===== config.mk =====
export PLATFORM = sky130hd
export DESIGN_NAME = lsv_front
export DESIGN_NICKNAME = d
export VERILOG_FILES = /design/src/design/lsv_pkg.sv /design/src/design/lsv_front.sv
export SDC_FILE = /design/constraint.sdc
export NUM_CORES = 1
export LEC_CHECK = 0
export BUFFER_PORTS_ARGS = -buffer_cell sky130_fd_sc_hd__buf_2
export CAP_MARGIN = 20
export CORE_MARGIN = 2
export CORE_UTILIZATION = 48
export DETAILED_ROUTE_END_ITERATION = 6
export GPL_TIMING_DRIVEN = 0
export HOLD_SLACK_MARGIN = 0.08
export PLACE_DENSITY = 0.74
export SETUP_SLACK_MARGIN = 0.5
export SYNTH_ARGS = -nofsm -noshare
export SYNTH_HDL_FRONTEND = slang
export SYNTH_SLANG_ARGS = --single-unit

===== constraint.sdc =====
create_clock -name clk -period 6.8 [get_ports clk]
set_input_delay 1.36 -clock clk [delete_from_list [all_inputs] [get_ports clk]]
set_output_delay 1.36 -clock clk [all_outputs]
set_load 0.03 [all_outputs]

===== src/design/lsv_pkg.sv =====
package lsv_pkg;

	typedef enum logic [1:0] {
		CMD_KEY    = 2'd0,
		CMD_DIGEST = 2'd1,
		CMD_SIG    = 2'd2,
		CMD_NONE   = 2'd3
	} cmd_t;

	localparam int NUM_ELEMENTS = 256;
	localparam int HASH_BYTES   = 32;
	localparam int KEY_DEPTH    = 2 * NUM_ELEMENTS * 4;
	localparam int KEY_AW       = $clog2(KEY_DEPTH);
	localparam logic [7:0] LAST_ELEMENT = 8'(NUM_ELEMENTS - 1);

	// Hash job handed from the front end to the hash engine
	typedef struct packed {
		logic [255:0] msg;
		logic [7:0]   elem;
		logic         bit_sel;
	} job_t;

	typedef enum logic [1:0] {
		HS_IDLE,
		HS_ROUND,
		HS_KEY,
		HS_DONE
	} hash_state_t;

	function automatic logic [31:0] round_k(input logic [5:0] i);
		logic [31:0] k [64];
		k = '{
			32'h428a2f98, 32'h71374491, 32'hb5c0fbcf, 32'he9b5dba5,
			32'h3956c25b, 32'h59f111f1, 32'h923f82a4, 32'hab1c5ed5,
			32'hd807aa98, 32'h12835b01, 32'h243185be, 32'h550c7dc3,
			32'h72be5d74, 32'h80deb1fe, 32'h9bdc06a7, 32'hc19bf174,
			32'he49b69c1, 32'hefbe4786, 32'h0fc19dc6, 32'h240ca1cc,
			32'h2de92c6f, 32'h4a7484aa, 32'h5cb0a9dc, 32'h76f988da,
			32'h983e5152, 32'ha831c66d, 32'hb00327c8, 32'hbf597fc7,
			32'hc6e00bf3, 32'hd5a79147, 32'h06ca6351, 32'h14292967,
			32'h27b70a85, 32'h2e1b2138, 32'h4d2c6dfc, 32'h53380d13,
			32'h650a7354, 32'h766a0abb, 32'h81c2c92e, 32'h92722c85,
			32'ha2bfe8a1, 32'ha81a664b, 32'hc24b8b70, 32'hc76c51a3,
			32'hd192e819, 32'hd6990624, 32'hf40e3585, 32'h106aa070,
			32'h19a4c116, 32'h1e376c08, 32'h2748774c, 32'h34b0bcb5,
			32'h391c0cb3, 32'h4ed8aa4a, 32'h5b9cca4f, 32'h682e6ff3,
			32'h748f82ee, 32'h78a5636f, 32'h84c87814, 32'h8cc70208,
			32'h90befffa, 32'ha4506ceb, 32'hbef9a3f7, 32'hc67178f2
		};
		return k[i];
	endfunction

	localparam logic [255:0] H_INIT = {
		32'h6a09e667, 32'hbb67ae85, 32'h3c6ef372, 32'ha54ff53a,
		32'h510e527f, 32'h9b05688c, 32'h1f83d9ab, 32'h5be0cd19
	};

	function automatic logic [31:0] rotr(input logic [31:0] x, input int n);
		return (x >> n) | (x << (32 - n));
	endfunction

endpackage


===== src/design/lsv_front.sv =====
// Front end: decode commands, hold the digest and element words, issue hash jobs
module lsv_front (
	input  logic               clk,
	input  logic               in_valid,
	output logic               in_ready,
	input  logic [1:0]         command,
	input  logic               key_half,
	input  logic [7:0]         element_index,
	input  logic [1:0]         word_index,
	input  logic [63:0]        data_word,
	input  logic               busy,
	output logic               key_we,
	output logic [lsv_pkg::KEY_AW-1:0] key_waddr,
	output logic [63:0]        key_wdata,
	output logic               job_valid,
	input  logic               job_ready,
	output lsv_pkg::job_t      job
);
	import lsv_pkg::*;

	logic [63:0] digest_q [4];
	logic [63:0] words_q [3];
	logic        is_job;
	logic        is_key;
	logic [63:0] dword;

	// Hold key writes until every queued element has read its key words
	assign is_job   = (cmd_t'(command) == CMD_SIG) && (word_index == 2'd3);
	assign is_key   = cmd_t'(command) == CMD_KEY;
	assign in_ready = is_job ? job_ready : !(is_key && busy);
	assign job_valid = in_valid && is_job;

	// Select digest bit for this element
	assign dword       = digest_q[element_index[7:6]];
	assign job.bit_sel = dword[6'd63 - element_index[5:0]];
	assign job.elem    = element_index;
	assign job.msg     = {words_q[0], words_q[1], words_q[2], data_word};

	assign key_we    = in_valid && is_key;
	assign key_waddr = {key_half, element_index, word_index};
	assign key_wdata = data_word;

	// Hold digest and buffered element words
	always_ff @(posedge clk) begin
		if (in_valid && cmd_t'(command) == CMD_DIGEST) begin
			digest_q[word_index] <= data_word;
		end
		if (in_valid && cmd_t'(command) == CMD_SIG && word_index != 2'd3) begin
			words_q[word_index] <= data_word;
		end
	end
endmodule


==> impl_metrics.csv <==
group,metric,value,unit
floorplan,coreArea,34500,sq um
run,maxCapViolCount,0,
route,vias,9021,
clocking,path_clk_slew,60,ps
route,drt-met1-wl,14000,um
timing,max_freq,179,MHz
route,highest_layer,"met5",
timing,min_period,5600,ps
timing,setup_tns,0,ps
synth,synth_area,16800,sq um
final_layout,area_growth,27.2,%
power,switching_share,22.1,%
floorplan,fp.dieH,191,um
power,p_switching,1.34,mW
power,sequentialPowerShare,51.5,%
final_layout,mostFrequentLayoutCells,"edfxtp_1, buf_2, buf_4",
route,drt-pass1-iter-count,5,
final_layout,fin_area,21300,sq um
synth,synthesis.nets,890,
grt,grt_pass1_wl,51900,um
timing,finalHoldViolations,0,
power,power_frac_clock,40.3,%
timing,worst_pin_slew,891,ps
placement,port-buffer-count,420,
grt,overflow,0,
synth,yosys_warnings,0,
synth,syn_inst,809,
clocking,cts.path.max_buffers,3,
floorplan,start_util,48.7,%
worst_setup_path,cp_max_fo,10,
placement,dp_hpwl,24200,um
placement,place_area,19900,sq um
floorplan,die_x,191,um
route,drc,0,
route,avgRoutedWirePerCell,19.8,um
synth,synth-seq-cells,448,
worst_setup_path,path_class,"in -> out",
worst_setup_path,endpoint_kind,"output port",
clocking,htreeDepth,2,
power,pwr_density_cell,283,nW/um^2
final_layout,final_common_cell,"edfxtp_1",
clocking,cts_setup_buffers,0,
final_layout,final_cells,1788,
route,wl_met2,18100,um
route,wl,35400,um
power,comb_power_share,8.2,%
synth,seq_area_frac_synth,80.2,%
power,power_leakage,8.12,nW
timing,slew_headroom,40.4,%
final_layout,drive_above_1_share,54.0,%
synth,synth_cell_types,32,
route,drtIter0Drc,599,
timing,fin_crit_sh,82.4,%
floorplan,die-area,36500,sq um
synth,post_synth.cell_area_avg,20.7,sq um
grt,grt_use_total,19.1,%
clocking,clock-sinks,448,
worst_setup_path,arrival,4240,ps
clocking,cts_made_buffers,46,
final_layout,final_nets,1375,
timing,setup_viol,0,
route,drt-vias-per-instance,5.05,
floorplan,core.rowCount,68,
placement,place.gp.congestion,0.718,
clocking,post_cts_resized,0,
floorplan,io_pins,424,
timing,maxSlewViolCount,0,
grt,antenna_found_initial,2,
clocking,cts_tree,"yes",
worst_setup_path,worst_setup_path_start_kind,"primary input",
grt,grt_max_degree,32,
placement,dp.cells,1701,
clocking,ctsHoldBuffers,0,
worst_setup_path,cp.required,5440,ps
power,total_power,6.04,mW
power,ir_drop,0.000219,V
route,wl_met3,2610,um
clocking,root_buffer,"clkbuf_16",
worst_hold_path,hold_class,"in -> reg",
grt,grt_pass1_vias,8960,
timing,rsz0062_at_grt,"false",
route,antenna_left,0,
outcome,status,"completed",
power,power.internal,4.70,mW
cells by family after synthesis:
family | synth area share, %
flops | 80.2
buf+inv | 7.53
mux | 8.81
compound gates | 2.07
simple gates | 1.40
flip-flops by register name, indices dropped and copies added (netlist names):
name      cells
words_q     192
digest_q    256
per-layer routing:
| layer | vias up | track usage, % |
|---|---|---|
| met5 | - | 0 |
| met4 | 2 | 5.58 |
| met3 | 60 | 4.26 |
| met2 | 376 | 33.1 |
| met1 | 4521 | 24.1 |
| li1 | 4062 | - |
final cells by class:
class,count,area (sq um)
plain buffers,171,1260
repair buffers,437,2460
clock inverters,29,265
inverters,1,3.75
fillers,2504,13100
multi-input cells,189,2120
diodes,1,2.50
flip-flops and latches,448,13500
clock buffers,57,1210
well taps,455,569
cells in the mapped netlist:
cell type	number	area share, %
or4_1	1	0.045
nand3_1	2	0.060
a22o_1	6	0.31
a31oi_1	3	0.11
mux4_2	42	5.6
nor3b_1	1	0.045
o21ai_0	2	0.060
nor3_1	5	0.15
or3b_1	1	0.052
a21boi_0	1	0.045
buf_4	152	6.8
inv_1	1	0.022
buf_2	7	0.21
o2111ai_1	1	0.052
or2_2	1	0.037
clkbuf_1	6	0.13
nand2_1	2	0.045
edfxtp_1	448	80
a2111oi_0	2	0.10
o22ai_1	23	0.86
nand2b_1	3	0.11
a22oi_1	8	0.36
nand3b_1	5	0.22
nor2b_1	3	0.11
nor4_1	5	0.19
buf_1	1	0.022
a311oi_1	2	0.10
nor2_1	15	0.34
a21oi_1	2	0.060
mux2_2	1	0.067
buf_6	5	0.34
mux2i_1	52	3.1
metrics by stage:
stage                     hold slack [ps]  util [%]  setup slack, ps
after floorplan                      1460         -             2020
after global placement               1640      56.5             -276
after detailed placement             1660      57.6             1320
after CTS                            1060      61.9             1310
after global routing                 1080      61.9             1050
final                                1090      61.9             1200
worst max-delay path, stage by stage:
cell and delay (ps):
buf_6 130, buf_6 160, buf_4 220, nor2_1 650, a22oi_1 300, a2111oi_0 690
a311oi_1 110, a22oi_1 350, buf_2 270
power groups by stage:
stage	clock network, mW	logic (mW)	registers [mW]
6_report	2.43	0.495	3.11
5_1_grt	2.60	0.525	3.11
4_1_cts	2.49	0.501	3.11
3_5_place_dp	0	0.500	3.16
3_3_place_gp	0	0.481	3.17
2_1_floorplan	0	0.271	3.21
worst paths after layout:
kind / startpoint / endpoint / slack, ps / cells after the start
hold / removal: data_word[14] / digest_q[2][14] / 1090 / 1
setup / recovery: element_index[6] / job[0] / 1200 / 9
No activity file was read; power rests on OpenSTA's default activity.
