### src/design/lsv_pkg.sv
package lsv_pkg;

	typedef enum logic [1:0] {
		CMD_KEY    = 2'd0,
		CMD_DIGEST = 2'd1,
		CMD_SIG    = 2'd2,
		CMD_NONE   = 2'd3
	} cmd_t;

	localparam int NUM_ELEMENTS = 256;
	localparam int HASH_BYTES   = 32;
	localparam int KEY_DEPTH    = 2 * NUM_ELEMENTS * 4;
	localparam int KEY_AW       = $clog2(KEY_DEPTH);
	localparam logic [7:0] LAST_ELEMENT = 8'(NUM_ELEMENTS - 1);

	// Hash job handed from the front end to the hash engine
	typedef struct packed {
		logic [255:0] msg;
		logic [7:0]   elem;
		logic         bit_sel;
	} job_t;

	typedef enum logic [1:0] {
		HS_IDLE,
		HS_ROUND,
		HS_KEY,
		HS_DONE
	} hash_state_t;

	function automatic logic [31:0] round_k(input logic [5:0] i);
		logic [31:0] k [64];
		k = '{
			32'h428a2f98, 32'h71374491, 32'hb5c0fbcf, 32'he9b5dba5,
			32'h3956c25b, 32'h59f111f1, 32'h923f82a4, 32'hab1c5ed5,
			32'hd807aa98, 32'h12835b01, 32'h243185be, 32'h550c7dc3,
			32'h72be5d74, 32'h80deb1fe, 32'h9bdc06a7, 32'hc19bf174,
			32'he49b69c1, 32'hefbe4786, 32'h0fc19dc6, 32'h240ca1cc,
			32'h2de92c6f, 32'h4a7484aa, 32'h5cb0a9dc, 32'h76f988da,
			32'h983e5152, 32'ha831c66d, 32'hb00327c8, 32'hbf597fc7,
			32'hc6e00bf3, 32'hd5a79147, 32'h06ca6351, 32'h14292967,
			32'h27b70a85, 32'h2e1b2138, 32'h4d2c6dfc, 32'h53380d13,
			32'h650a7354, 32'h766a0abb, 32'h81c2c92e, 32'h92722c85,
			32'ha2bfe8a1, 32'ha81a664b, 32'hc24b8b70, 32'hc76c51a3,
			32'hd192e819, 32'hd6990624, 32'hf40e3585, 32'h106aa070,
			32'h19a4c116, 32'h1e376c08, 32'h2748774c, 32'h34b0bcb5,
			32'h391c0cb3, 32'h4ed8aa4a, 32'h5b9cca4f, 32'h682e6ff3,
			32'h748f82ee, 32'h78a5636f, 32'h84c87814, 32'h8cc70208,
			32'h90befffa, 32'ha4506ceb, 32'hbef9a3f7, 32'hc67178f2
		};
		return k[i];
	endfunction

	localparam logic [255:0] H_INIT = {
		32'h6a09e667, 32'hbb67ae85, 32'h3c6ef372, 32'ha54ff53a,
		32'h510e527f, 32'h9b05688c, 32'h1f83d9ab, 32'h5be0cd19
	};

	function automatic logic [31:0] rotr(input logic [31:0] x, input int n);
		return (x >> n) | (x << (32 - n));
	endfunction

endpackage

### src/design/lsv_queue.sv
// Two-entry job queue between front end and hash engine
module lsv_queue (
	input  logic          clk,
	input  logic          arst_n,
	input  logic          wr_valid,
	output logic          wr_ready,
	input  lsv_pkg::job_t wr_data,
	output logic          rd_valid,
	input  logic          rd_ready,
	output lsv_pkg::job_t rd_data
);
	import lsv_pkg::*;

	job_t mem_q [2];
	logic wp_q, rp_q;
	logic [1:0] cnt_q;
	logic push, pop;

	assign wr_ready = cnt_q != 2'd2;
	assign rd_valid = cnt_q != 2'd0;
	assign rd_data  = mem_q[rp_q];
	assign push = wr_valid && wr_ready;
	assign pop  = rd_valid && rd_ready;

	always_ff @(posedge clk) begin
		if (push) begin
			mem_q[wp_q] <= wr_data;
		end
	end

	// Advance pointers and count
	always_ff @(posedge clk or negedge arst_n) begin
		if (!arst_n) begin
			wp_q  <= 1'b0;
			rp_q  <= 1'b0;
			cnt_q <= 2'd0;
		end else begin
			if (push) wp_q <= !wp_q;
			if (pop) rp_q <= !rp_q;
			cnt_q <= cnt_q + 2'(push) - 2'(pop);
		end
	end
endmodule

### config.mk
export PLATFORM = sky130hd
export DESIGN_NAME = lsv_queue
export DESIGN_NICKNAME = d
export VERILOG_FILES = /design/src/design/lsv_pkg.sv /design/src/design/lsv_queue.sv
export SDC_FILE = /design/constraint.sdc
export NUM_CORES = 1
export LEC_CHECK = 0
export ABC_AREA = 1
export BUFFER_PORTS_ARGS = -buffer_cell sky130_fd_sc_hd__clkbuf_2
export CAP_MARGIN = 20
export CORE_MARGIN = 1
export CORE_UTILIZATION = 45
export DETAILED_ROUTE_END_ITERATION = 8
export GPL_TIMING_DRIVEN = 0
export HOLD_SLACK_MARGIN = 0.15
export PLACE_DENSITY = 0.7
export SYNTH_ARGS = -nofsm -noshare
export SYNTH_HDL_FRONTEND = slang
export SYNTH_SLANG_ARGS = --single-unit
### constraint.sdc
create_clock -name clk -period 14.75 [get_ports clk]
set_clock_uncertainty 0.05 [all_clocks]
set_input_delay 4.425 -clock clk [delete_from_list [all_inputs] [get_ports clk]]
set_output_delay 4.425 -clock clk [all_outputs]
set_load 0.05 [all_outputs]
==> impl_metrics.env <==
export IMPL_outcome="finished clean"
export IMPL_routed_wl_mm=46.8
export IMPL_whs_ps=539
export IMPL_grt_pass1_vias=12500
export IMPL_postSynthAreaPerCell_um2=13.8
export IMPL_gp_congestion=0.809
export IMPL_clock_sinks=534
export IMPL_timing_final_crit_period_ps=6720
export IMPL_grt_overflow_total=0
export IMPL_grtUsageTotal_pct=20.7
export IMPL_grt_pass1_wl_mm=69.5
export IMPL_holdBufCountCts=0
export IMPL_row_count=76
export IMPL_start_kind="flop"
export IMPL_fin_area_mm2=0.0252
export IMPL_synth_top_cells_by_count="804 x nand2_1, 530 x edfxtp_1, 28 x buf_2"
export IMPL_cts_root_buf="clkbuf_16"
export IMPL_ys_async_sr_fraction_pct=0.749
export IMPL_vias=12600
export IMPL_die_w_um=211
export IMPL_cts_tree="done"
export IMPL_crit_arrival_ps=2250
export IMPL_antenna_found_initial=4
export IMPL_post_cts_buffers=0
export IMPL_final_antenna_net_count=0
export IMPL_die_area_mm2=0.0444
export IMPL_syn_area_mm2=0.0196
export IMPL_ys_seq_area_share_pct=81.7
export IMPL_rsz0062_at_grt="no"
export IMPL_cts_resized=0
export IMPL_crit_path_max_fanout=10
export IMPL_slew_limit_headroom_pct=48.3
export IMPL_required_ps=10270
export IMPL_portBuffers=535
export IMPL_drcViolationCount=0
export IMPL_drive_gt1_share_pct=33.8
export IMPL_clk_pin_slew_worst_paths_ps=60
export IMPL_slew_viol_final=0
export IMPL_nets=2295
export IMPL_worstSetupEndpointType="output port"
export IMPL_clk_latency_ps=600
export IMPL_viasPerCell=4.75
export IMPL_yosys_register_bits=534
export IMPL_yosysTopAreaCellShare_pct=81.2
export IMPL_yosysWarningCount=0
export IMPL_htreeDepth=2
export IMPL_final_hold_viol_count=0
export IMPL_numCtsBuffers=53
export IMPL_grt_max_degree=33
export IMPL_hold_class="reg -> reg"
export IMPL_finalCritPeriodShare_pct=45.6
export IMPL_maxCapViolCount=0
export IMPL_ys_types=14
export IMPL_ios=536
export IMPL_yosysTopAreaCell="edfxtp_1"
export IMPL_cts_buffer_depth=3
export IMPL_tightest_slew_ps=774
export IMPL_synthTopCellsByArea="edfxtp_1 81%, nand2_1 15%, buf_6 1.6%"
export IMPL_setup_viol=0
export IMPL_dp_hpwl_mm=33.7
export IMPL_nFillCells=3435
export IMPL_synth_ff_type="edfxtp_1"
export IMPL_fmax_ghz=0.149
export IMPL_synthCells=1416
export IMPL_synth_edff_count=530
export IMPL_path_class="reg -> out"
export IMPL_core_mm2=0.0430
export IMPL_syn_nets=1686
export IMPL_area_growth_pct=28.7
export IMPL_fp_dieH_um=211
export IMPL_start_util_pct=45.6
export IMPL_yosysMostFrequentCell="nand2_1"
export IMPL_dpl_cell_area_mm2=0.0234
export IMPL_wl_per_cell_um=17.6
export IMPL_dr_pass1_iters=5
export IMPL_drt_iter0_drc=726
## cells by family after synthesis
group,synth area share [%]
adders and majority gates,0.0638
AOI/OAI and AO/OA,0.0510
DFF,81.7
xor gates and xnor gates,0.0447
buffers and inverters,2.59
and+or+nand+nor,15.5
## final cells by class
class	instances	area, µm²	share of cell area, %
Tap cell	585	732	2.90
Inverter	8	32.5	0.129
Timing Repair Buffer	554	3090	12.2
Buffer	59	474	1.88
Sequential cell	534	16000	63.5
Clock inverter	36	378	1.50
Multi-Input combinational cell	815	3090	12.3
Antenna cell	3	7.51	0.0298
Clock buffer	62	1400	5.56
## metal layers
| layer | routed length (µm) | part of all wire (%) | global-route usage (%) | vias up |
|---|---|---|---|---|
| li1 | - | - | - | 6046 |
| met1 | 17300 | 37 | 23.8 | 5999 |
| met2 | 23700 | 51 | 35.5 | 466 |
| met3 | 4010 | 8.6 | 6.32 | 105 |
| met4 | 1810 | 3.9 | 9.65 | 2 |
| met5 | 12 | 0.026 | 0 | - |
## worst max-delay path, stage by stage (launching register included)
cell and delay (ps):
dfrtp_1 330, buf_4 150, buf_4 250, buf_2 400, nand2_1 100, nand2_1 110, clkbuf_2 310
## layout by cell type (no fill, tap or decap)
cell type | Yosys | routed
xor2_1 | 1 | 1
nand3_1 | 2 | 2
nand2_1 | 804 | 804
clkbuf_2 | 0 | 535
buf_4 | 4 | 4
clkinv_2 | 0 | 12
inv_6 | 0 | 4
bufinv_16 | 0 | 7
ha_1 | 1 | 1
clkbuf_16 | 0 | 55
clkinvlp_4 | 0 | 5
dfrtp_1 | 4 | 4
nor2_1 | 5 | 3
nor2_4 | 0 | 2
buf_6 | 27 | 27
inv_1 | 7 | 7
buf_12 | 0 | 15
clkinv_4 | 0 | 1
buf_2 | 28 | 28
clkinv_1 | 0 | 7
clkbuf_1 | 0 | 7
diode_2 | 0 | 3
o21ai_0 | 1 | 1
inv_4 | 1 | 1
buf_16 | 0 | 4
edfxtp_1 | 530 | 530
a21oi_1 | 1 | 1
## per-stage QoR
| stage | util (%) | cells | worst slack, ps | TNS [ps] |
|---|---|---|---|---|
| 6_report | 58.7 | 2656 | 8030 | 0 |
| 5_1_grt | 58.7 | 2656 | 7880 | 0 |
| 4_1_cts | 58.7 | 2653 | 7860 | 0 |
| 3_5_place_dp | 54.5 | 2555 | 7990 | 0 |
| 3_3_place_gp | 53.5 | 2536 | -1130 | -578680 |
| 2_1_floorplan | - | 1416 | 2740 | 0 |
## sequential cells by signal, indices dropped and copies added (netlist names)
| name | cells |
|---|---|
| mem_q | 530 |
| cnt_q | 2 |
| rp_q | 1 |
| wp_q | 1 |
## worst paths after layout
kind | slack [ps] | cells past startpoint | start | endpoint
max | 8030 | 6 | rp_q | rd_data[131]
min | 540 | 2 | wp_q | wp_q
max reg2reg | 11950 | 8 | cnt_q[0] | mem_q[0][111]
min reg2reg | 540 | 2 | wp_q | wp_q
max in group asynchronous | 10930 | 1 | arst_n | cnt_q[1]
min in group asynchronous | 3580 | 1 | arst_n | cnt_q[0]
Power is left out: the tool's default activity adds up to more than one toggle a clock period on the data nets, which glitch-free logic cannot reach.
